$ cat src/hw/rtl/assert_macros.svh
// Assertion helpers for the RTL files.
`ifndef ASSERT_MACROS_SVH
`define ASSERT_MACROS_SVH

// The property must hold at every clock edge outside reset.
`define ASSERT_HOLDS(label, clk, rst_n, prop, msg) \
  label: assert property (@(posedge clk) disable iff (!rst_n) prop) else $error(msg);

// The condition must never be true at a clock edge outside reset.
`define ASSERT_NEVER(label, clk, rst_n, cond, msg) \
  label: assert property (@(posedge clk) disable iff (!rst_n) !(cond)) else $error(msg);

`endif

$ cat src/hw/rtl/rmoi_pkg.sv
package rmoi_pkg;

  localparam int MARGIN_WIDTH = 7;
  localparam int INDEX_WIDTH  = 8;
  localparam int STATUS_WIDTH = 2;
  localparam int LIMIT_WIDTH  = 15;

  typedef enum logic [1:0] {
    COORD_X,
    COORD_Y,
    COORD_Z
  } coord_sel_t;

  typedef enum logic [1:0] {
    ACC_HOLD,
    ACC_LOAD,
    ACC_ADD
  } acc_op_t;

  typedef struct packed {
    coord_sel_t sel;
    acc_op_t    acc_op;
  } dist_ctrl_t;

endpackage

$ cat src/hw/rtl/rmoi_dist.sv
module rmoi_dist #(
  parameter int CW = 16
) (
  input  logic                                clk,
  input  rmoi_pkg::dist_ctrl_t                ctrl,
  input  logic [3*CW-1:0]                     entry,
  input  logic signed [CW-1:0]                qx,
  input  logic signed [CW-1:0]                qy,
  input  logic signed [CW-1:0]                qz,
  input  logic [rmoi_pkg::LIMIT_WIDTH-1:0]    limit,
  output logic                                hit
);

  localparam int SQW  = 2 * CW + 1;
  localparam int SUMW = 2 * CW + 2;

  logic [CW-1:0]          ent_sel;
  logic [CW-1:0]          q_sel;
  logic signed [CW:0]     ent_ext;
  logic signed [CW:0]     q_ext;
  logic signed [CW:0]     diff_r;
  logic signed [2*CW+1:0] prod;
  logic [SQW-1:0]         sq_r;
  logic [SUMW-1:0]        acc_r;
  logic [SUMW-1:0]        total;

  always_comb begin
    case (ctrl.sel)
      rmoi_pkg::COORD_X: begin
        ent_sel = entry[CW-1:0];
        q_sel   = qx;
      end
      rmoi_pkg::COORD_Y: begin
        ent_sel = entry[2*CW-1:CW];
        q_sel   = qy;
      end
      rmoi_pkg::COORD_Z: begin
        ent_sel = entry[3*CW-1:2*CW];
        q_sel   = qz;
      end
      default: begin
        ent_sel = entry[CW-1:0];
        q_sel   = qx;
      end
    endcase
  end

  assign ent_ext = {ent_sel[CW-1], ent_sel};
  assign q_ext   = {q_sel[CW-1], q_sel};
  assign prod    = diff_r * diff_r;

  always_ff @(posedge clk) begin
    diff_r <= ent_ext - q_ext;
    sq_r   <= prod[SQW-1:0];
    case (ctrl.acc_op)
      rmoi_pkg::ACC_LOAD: acc_r <= SUMW'(sq_r);
      rmoi_pkg::ACC_ADD:  acc_r <= acc_r + SUMW'(sq_r);
      default:            acc_r <= acc_r;
    endcase
  end

  assign total = acc_r + SUMW'(sq_r);
  assign hit   = total < SUMW'(limit);

endmodule

$ cat config.mk
export PLATFORM = sky130hd
export DESIGN_NAME = rmoi_dist
export DESIGN_NICKNAME = d
export VERILOG_FILES = /design/src/hw/rtl/assert_macros.svh /design/src/hw/rtl/rmoi_pkg.sv /design/src/hw/rtl/rmoi_dist.sv
export SDC_FILE = /design/constraint.sdc
export NUM_CORES = 1
export LEC_CHECK = 0
export BUFFER_PORTS_ARGS = -buffer_cell sky130_fd_sc_hd__buf_2
export CAP_MARGIN = 10
export CORE_ASPECT_RATIO = 0.7
export CORE_UTILIZATION = 50
export DETAILED_ROUTE_END_ITERATION = 10
export PLACE_DENSITY = 0.75
export SLEW_MARGIN = 20
export SYNTH_ARGS = -nofsm -noshare
export SYNTH_HDL_FRONTEND = slang
export SYNTH_SLANG_ARGS = --single-unit
$ cat constraint.sdc
create_clock -name clk -period 6.2 [get_ports clk]
set_input_delay 0.93 -clock clk [delete_from_list [all_inputs] [get_ports clk]]
set_output_delay 0.93 -clock clk [all_outputs]
set_load 0.1 [all_outputs]
# --- Word-level counts from Yosys, hierarchy flattened ---
# Index checks and enable logic that the tools add are counted.
totals:
  reg_bits: 84
  inputBits: 116
  output_inout_bits: 1
  wordCells: 15
op_classes:
  n_addsub: 2
  multipliers: 1
  n_lt_le_gt_ge: 1
  eq_ne: 4
  n_mux: 3
  n_reduce_logical: 1
op_table:
  columns: ["operator", "n"]
  rows:
  - ["case mux 34 bit (2 select lines)", 1]
  - ["case mux 16 bit (2 select lines)", 2]
  - ["adder 34 x 33 -> 34 bit", 1]
  - ["less-than comparator 34 x 15 -> 1 bit", 1]
  - ["multiplier 17 x 17 -> 33 bit", 1]
  - ["subtractor 16 x 16 -> 17 bit", 1]
  - ["equality test 2 x 1 -> 1 bit (second input constant)", 2]
  - ["equality test 2 bit (second input constant)", 2]
  - ["nonzero test 2 bit", 1]

# --- Depth between registers and ports, before layout ---
# Gate-level depths: netlist (run 1).
depth:
  ltp_word: 3
  mapped_depth: 25

# --- Worst setup path before layout (run 1) ---
# No wires, ideal clock.
synth_timing:
  path_type: "register to register"
  startpoint: "register diff_r[16]"
  endpoint: "register sq_r[31]"
  setup_ns: 0.072
  arrival_time_ns: 6.417
  required_time_ns: 6.128
  setup_slack_ns: -0.289
  path_stages_with_launch: 22
  n_path_buf: 2
  synth_period_minus_slack_ns: 6.489
  cell_sequence: "dfxtp_1 > clkbuf_1 > clkbuf_1 > nand2_1 > fa_1 > fa_1 > inv_1 > fa_1 > fa_1 > fa_1 > inv_1 > fa_1 > inv_1 > ha_1 > a21o_1 > a21o_1 > or4_1 > a211oi_2 > nor3_1 > a2111o_1 > a21oi_1 > xnor2_1"
synth_between:
  elab_chain_cells: 1
synth_lines:
  columns: ["item", "line", "text"]
  rows:
  - ["start: declaration", "rmoi_dist.sv:21", "logic signed [CW:0] diff_r;"]
  - ["start signal: assignment", "rmoi_dist.sv:53", "diff_r <= ent_ext - q_ext;"]
  - ["multiplier 17 x 17 -> 33 bit", "rmoi_dist.sv:50", "assign prod = diff_r * diff_r;"]
  - ["via prod[31]", "rmoi_dist.sv:22", "logic signed [2*CW+1:0] prod;"]
  - ["end signal: assignment", "rmoi_dist.sv:54", "sq_r <= prod[SQW-1:0];"]
  - ["end: declaration", "rmoi_dist.sv:23", "logic [SQW-1:0] sq_r;"]
# The timed path passes the listed nets, and every way through them passes these cells.
# A chain may end at the register's enable or synchronous reset.

# --- Worst setup path in the final report (run 1) ---
layout_timing:
  startpoint: "register diff_r[7]"
  endpoint: "register sq_r[31]"
# The elaborated chain is that of the path after synthesis.

==> key figures, run 1 <==
Status
  • Status: finished, final reports clean

Setup path
  • Arr. time, crit path: 6.33 ns
  • RR Endpoint: sq_r[31]$_DFF_P_
  • Critical R2R Launch: diff_r[7]$_DFF_P_
  • Critical Path Source: diff_r[7]$_DFF_P_
  • Worst-path maximum fanout: 8
  • Crit path kind: reg -> reg
  • Register-to-register setup slack: 0.15 ns
  • R2R cell count: 23
  • Critical path startpoint category: flop
  • Crit. End Element: flop
  • Req. time, crit path: 6.49 ns

CTS
  • Clock buffer depth: 2
  • CTS H-Tree Depth: 3
  • CTS Sinks: 83
  • Clock buffer count from CTS: 9
  • Clock transition at the registers of the reported paths: 0.07 ns
  • Root Driver: clkbuf_16
  • CTS tree: yes
  • CTS Hold Bufs: 0
  • Clk Latency, worst-skew pair: 0.35 ns

Detailed routing
  • Met1 wire length: 16.12 mm
  • 1st-iter DRT viols: 851
  • DR top layer: met5
  • Routed wire length: 36.43 mm
  • Detailed-route via count: 12700
  • Detail Route Antenna Nets: 0
  • Routed wire per std cell: 15.53 um
  • Met2 routed WL: 17.79 mm
  • DR vias/cell: 5.414
  • DR pass1 iterations: 5
  • DRC Markers: 0
  • DR WL met3: 2.036 mm

Global route
  • Largest net degree at the start of global routing: 46
  • Vias in the first global route: 13610
  • First-pass GRT wire length: 63.31 mm
  • GR Overflow Total: 0
  • Initial antenna violation count: 1
  • GRT Util Overall: 23.67%

Timing
  • Tcrit/Tclk final: 97.57%
  • RSZ-0062 raised after global routing: yes
  • Max Freq: 165.3 MHz
  • Final setup viols: 0
  • Tmin final: 6.050 ns
  • Fin. max-slew vios: 0
  • Skew final: 0.01184 ns
  • Final Hold Vio Count: 0
  • Rel. slew slack: 41.78%
  • Measured slew at the worst slew-check pin: 0.8512 ns
  • Setup TNS: 0 ns

Final layout
  • Layout cells sized above 1: 16.16%
  • Syn-to-layout area delta: 12.84%
  • Count of non-filler cells in the finished layout: 2345
  • Nets: 2452
  • ANT cells: 0

Min path
  • Worst Hold Class: reg -> reg
  • Hold Path Sink: acc_r[30]$_DFFE_PP_
  • Worst hold stages: 1
  • Hold path startpoint: sq_r[30]$_DFF_P_

Placed design
  • Placed Instances: 2319
  • Port bufs: 116
  • DP Wirelength: 30.14 mm
  • GP Congestion: 0.9240

Floorplan
  • IO Pins: 117
  • Die area: 32800 um^2
  • Die span in x: 216.0 um
  • Core area: 31350 um^2
  • Overall die height: 151.8 um
  • Initial core utilization: 51.14%
  • Num rows: 54

Yosys
  • Unique cell type count in the Yosys netlist: 82
  • Top_reg_cell synth: dfxtp_1
  • EDFF count, synth: 34
  • Syn nets: 2303
  • Number of synthesized register bits: 83
  • Seq/Total Area, Yosys: 12.49%
  • Syn Inst Count: 1771
  • Yosys warns: 0
  • Ys async rst share: 0%
  • Mapped Avg Cell Area: 9.052 um^2
  • Post-Synthesis Cell Area: 16030 um^2

Run
  • MaxCap Viol Count: 0
-- worst max-delay path by stage --
stage,endpoint,cells after the start
3_3_place_gp,sq_r[31]$_DFF_P_,21
6_report,sq_r[31]$_DFF_P_,23
2_1_floorplan,sq_r[31]$_DFF_P_,22
3_5_place_dp,sq_r[31]$_DFF_P_,21
5_1_grt,sq_r[31]$_DFF_P_,23
4_1_cts,sq_r[31]$_DFF_P_,21
-- placed cells by master (no fill, tap or decap), drive strengths merged, types with 7 or more instances in the layout --
master | synthesis | final
inv | 396 | 396
fa | 262 | 262
buf | 7 | 187
ha | 154 | 154
nand2 | 136 | 136
nor2 | 78 | 78
a21oi | 74 | 74
o21ai | 63 | 63
and2 | 58 | 58
xnor2 | 53 | 53
dfxtp | 49 | 49
a22oi | 34 | 34
edfxtp | 34 | 34
nor2b | 30 | 30
nor3 | 29 | 29
mux2 | 28 | 28
a21o | 25 | 25
nand3 | 19 | 19
a211oi | 18 | 18
and3 | 17 | 17
xor2 | 15 | 15
o21a | 14 | 14
or3 | 12 | 12
a31o | 11 | 11
o211ai | 10 | 10
clkbuf | 42 | 10
nand2b | 9 | 9
a2111oi | 7 | 7
-- cells by family after synthesis --
family | count (synthesis) | synth area share [%]
compound gates | 311 | 13.61
xor+xnor | 68 | 3.715
fa+ha+maj | 416 | 44.74
buf+inv | 445 | 10.49
flops | 83 | 12.49
mux | 30 | 2.092
simple gates | 418 | 12.87
-- final cells by class --
type | count | area [um^2]
Tap cell | 420 | 525.5
Multi-Input combinational cell | 1243 | 12520
Inverter | 396 | 1490
Clock inverter | 6 | 63.81
Clock buffer | 10 | 239.0
Fill cell | 2716 | 13260
Timing Repair Buffer | 187 | 1221
Sequential cell | 83 | 2029
-- worst max-delay path: stages, from the launching register on --
cell and delay, ns:
dfxtp_4 0.38, buf_4 0.18, buf_4 0.14, and2_1 0.16, fa_1 0.49, inv_1 0.05
fa_1 0.47, inv_1 0.05, ha_1 0.19, fa_1 0.49, inv_1 0.06, fa_1 0.44
fa_1 0.51, inv_1 0.04, ha_1 0.28, a2111oi_1 0.37, o21ai_1 0.22, a211oi_4 0.36
a21oi_4 0.12, a211oi_4 0.29, nor3_2 0.07, a2111o_1 0.37, a21oi_2 0.14, xnor2_1 0.13
-- per-stage QoR --
stage / worst slack, ns / utilization (%) / area (um^2) / hold WS (ns)
2_1_floorplan: 0.01070 / - / 16060 / 0.4117
3_3_place_gp: 0.02242 / 55.77 / 17480 / 0.5240
3_5_place_dp: -0.1309 / 55.77 / 17480 / 0.5355
4_1_cts: 0.009798 / 57.04 / 17880 / 0.5616
5_1_grt: -0.1240 / 57.70 / 18090 / 0.5831
6_report: 0.1504 / 57.70 / 18090 / 0.5663
-- sequential cells by signal, summed over array words and instances (netlist names) --
name and flops:
acc_r 34, diff_r 17, sq_r 32
-- synthesized netlist by cell type (5+ instances only) --
cell	count	area (um^2)
ha_1	154	1927
and2_1	58	362.9
nand2b_1	9	56.30
and3_1	17	106.4
or3_1	12	75.07
fa_1	262	5245
o21ai_1	14	70.07
a31o_2	7	61.31
a2111oi_0	5	43.79
nor4_1	5	31.28
nor2b_1	29	181.4
a21oi_1	73	365.4
nand2_1	136	510.5
a22oi_1	34	255.2
inv_1	396	1486
nand3_1	19	95.09
nor2_1	78	292.8
clkbuf_1	42	157.7
xnor2_1	53	464.2
a21o_1	25	187.7
edfxtp_1	34	1021
o21bai_1	5	37.54
o211ai_1	9	67.56
xor2_1	15	131.4
a31oi_1	5	31.28
mux2_2	28	315.3
dfxtp_1	49	980.9
o21a_1	14	105.1
o21ai_0	47	235.2
o31ai_1	5	37.54
a211oi_1	14	105.1
nor3_1	28	140.1
-- per-layer routing --
layer  up-vias  track usage (%)
li1       6014                -
met1      6302            31.52
met2       335            40.96
met3        43            3.303
met4         2            5.298
met5         -                0
-- repair_timing --
action,CTS,global route
setup endpoints to repair,4,9
resized for setup,27,42
pin swaps,10,13
setup buffers,3,7
Power of run 1 is left out: the tool's default activity adds up to more than one toggle a clock period on the data nets, which glitch-free logic cannot reach.
==> run 2: changes to the inputs <==
- CORE_MARGIN: unset -> 8
- PLACE_DENSITY: 0.75 -> 0.72
- clock period: 6.2 -> 6.9 ns (I/O delays scaled with it)
==> run 2 against run 1 <==
  * Core utilization fell by 3.0 points
  * Maximum frequency shrank 8.7%
  * Final area decreased by 3.5%
  * Largest cell class unchanged
  * Clock-buffer cell count down 1
  * Global-route usage is 4.4 points lower
  * Non-clock buffer count decreased by 45
  * Sequential share of layout area grew 0.26 points
  * First-iteration DRC count decreased by 6.5%
  * Critical path depth unchanged
  * Die area grew 16%
  * Cell count shrank 1.6%
  * Critical path type unchanged
==> key figures, run 2 (synthesis results as in run 1) <==
Setup path
  • Critical path startpoint category: flop
  • R2R cell count: 23 (unchanged)
  • Critical R2R Launch: diff_r[7]$_DFF_P_
  • Critical Path Max Stage Delay: 0.68 ns (+0.17 ns)
  • Req. time, crit path: 7.19 ns (+0.70 ns)
  • Crit path kind: reg -> reg
  • Cell Chain, Critical Path: and2_1, inv_1, fa_1, inv_1, fa_1, inv_1, fa_1, inv_1, fa_1, fa_1, inv_1, fa_1, inv_1, ha_1, o2111ai_1, a21oi_1, a211oi_2, a21oi_1, a211oi_2, nor3_1, a2111o_1, a21oi_1, xnor2_1
  • Register-to-register setup slack: 0.28 ns (+0.13 ns)
  • Critical Path Source: diff_r[7]$_DFF_P_
  • Critical path's slowest cell: dfxtp_1
  • Arr. time, crit path: 6.92 ns (+0.59 ns)
  • RR Endpoint: sq_r[31]$_DFF_P_
  • Worst-path maximum fanout: 14 (+6)
  • Crit. End Element: flop

CTS
  • Clock buffer depth: 2 (unchanged)
  • Clock transition at the registers of the reported paths: 0.07 ns (about the same)
  • CTS H-Tree Depth: 3 (unchanged)
  • Clock buffer count from CTS: 9 (unchanged)
  • CTS tree: yes
  • Post-CTS Setup Bufs: 0 (-3)
  • CTS Sinks: 83 (unchanged)
  • Root Driver: clkbuf_16
  • Clk Latency, worst-skew pair: 0.36 ns (about the same)

Detailed routing
  • DR pass1 iterations: 5 (unchanged)
  • Detail Route Antenna Nets: 0 (unchanged)
  • DR vias/cell: 5.320 (-1.7%)
  • Detailed-route via count: 12270 (-3.3%)
  • Routed wire length: 35.83 mm (-1.7%)
  • DRC Markers: 0 (unchanged)
  • Routed wire per std cell: 15.53 um (about the same)
  • 1st-iter DRT viols: 796 (-6.5%)

Final layout
  • Cell area after layout: 17450 um^2 (-3.5%)
  • Registers with the most flip-flops: acc_r x34, sq_r x32, diff_r x17
  • Most frequent cells in the layout: inv_1, fa_1, ha_1, nand2_1, buf_2
  • Final core occ: 54.66% (-3.0 points)
  • Syn-to-layout area delta: 8.874%
  • Register name with the most flops: acc_r
  • ANT cells: 0 (unchanged)
  • Nets: 2407 (-1.8%)
  • Seq. cell area: 2003 um^2 (-1.3%)
  • Layout cells sized above 1: 11.70% (-4.5 points)
  • Fillers: 2928 (+7.8%)
  • Most common cell after layout, fill and taps aside: inv_1
  • Max reg flops: 34 (unchanged)
  • Multi-input combinational cell area: 12350 um^2 (-1.3%)

Floorplan
  • Die area: 38140 um^2 (+16%)
  • Core area: 31930 um^2 (+1.9%)
  • Die span in x: 230.0 um (+6.5%)
  • Initial core utilization: 50.21% (-0.93 points)
  • IO Pins: 117 (unchanged)
  • Num rows: 55 (+1.9%)
  • Overall die height: 165.8 um (+9.2%)

Timing
  • Final setup margin: 0.2772 ns (+0.1268 ns)
  • Final Hold Vio Count: 0 (unchanged)
  • Tmin final: 6.623 ns (+0.5732 ns)
  • Max Freq: 151.0 MHz (-8.7%)
  • Fin. max-slew vios: 0 (unchanged)
  • Rel. slew slack: 34.95% (-6.8 points)
  • Skew final: 0.01197 ns (+0.0001270 ns)
  • Tcrit/Tclk final: 95.98% (-1.6 points)
  • Measured slew at the worst slew-check pin: 0.9512 ns (+0.09993 ns)
  • Final setup viols: 0 (unchanged)

Min path
  • Worst hold stages: 1 (unchanged)
  • Worst Hold Class: reg -> reg
  • Hold Path Sink: acc_r[30]$_DFFE_PP_
  • Hold path startpoint: sq_r[30]$_DFF_P_

Placed design
  • Post-place instance area: 17150 um^2 (-1.9%)
  • Port bufs: 116 (unchanged)
  • Post-Place Setup Slack: 0.2521 ns (+0.3831 ns)
  • GP Congestion: 0.8725 (-5.6%)
  • DP Wirelength: 30.63 mm (+1.6%)

Global route
  • First-pass GRT wire length: 61.18 mm (-3.4%)
  • GR Overflow Total: 0 (unchanged)
  • Initial antenna violation count: 1 (unchanged)
  • GRT Util Overall: 19.29% (-4.4 points)
  • Vias in the first global route: 12930 (-5.0%)
  • Largest net degree at the start of global routing: 40 (-13%)

Run
  • MaxCap Viol Count: 0 (unchanged)

Status
  • Status: finished, final reports clean
## run 2: cell types whose count changed in the layout (fill, tap and decap cells not counted), sizes merged
cell    previous run  this run
inv              396       397
buf              187       142
clkbuf            10         9
## run 2: per-layer routing
metal	vias to the layer above	track usage, %	part of all wire (%)
li1	5931	-	-
met1	6029	25.71	46
met2	251	32.37	47
met3	60	3.192	5.1
met4	2	4.865	2.0
met5	-	0	0.045
## run 2: area by class of cell
cell class / count / share of cell area, %
clock inverter: 7 / 0.4373
multi-input combinational: 1243 / 70.77
sequential: 83 / 11.48
inverter: 396 / 8.516
clock buffer: 9 / 1.290
tap: 427 / 3.061
timing repair buffer: 142 / 4.444
## run 2: what timing repair did
action	in CTS	in global routing
endpoints found under the setup margin	0	1
resized for setup	0	1
hold buffers	0	0
## run 2: through the flow
stage	hold WS, ns	cells	setup TNS, ns
6_report	0.5550	2307	0
5_1_grt	0.5851	2307	-0.009462
4_1_cts	0.5653	2307	0
3_5_place_dp	0.5486	2291	0
3_3_place_gp	0.5287	2291	0
2_1_floorplan	0.4117	1771	0
## run 2: critical path, delay by kind of cell, from the launching register on
kind                       cells  cell delay [ns]
DFF                            1             0.68
and+or+nand+nor                2             0.36
adders and majority gates      7             3.20
AOI/OAI and AO/OA              7             1.83
xor gates and xnor gates       1             0.13
buffers and inverters          6             0.34
## run 2: how the worst max path moves through the flow
stage / cells past startpoint / to / slack [ns]
after global placement: 23 / sq_r[31]$_DFF_P_ / 0.39
after CTS: 19 / sq_r[31]$_DFF_P_ / 0.23
after global routing: 22 / sq_r[32]$_DFF_P_ / -0.009
after detailed placement: 19 / sq_r[31]$_DFF_P_ / 0.25
after floorplan: 21 / sq_r[31]$_DFF_P_ / 0.41
final: 23 / sq_r[31]$_DFF_P_ / 0.28
Power of run 2 is left out for the same reason.
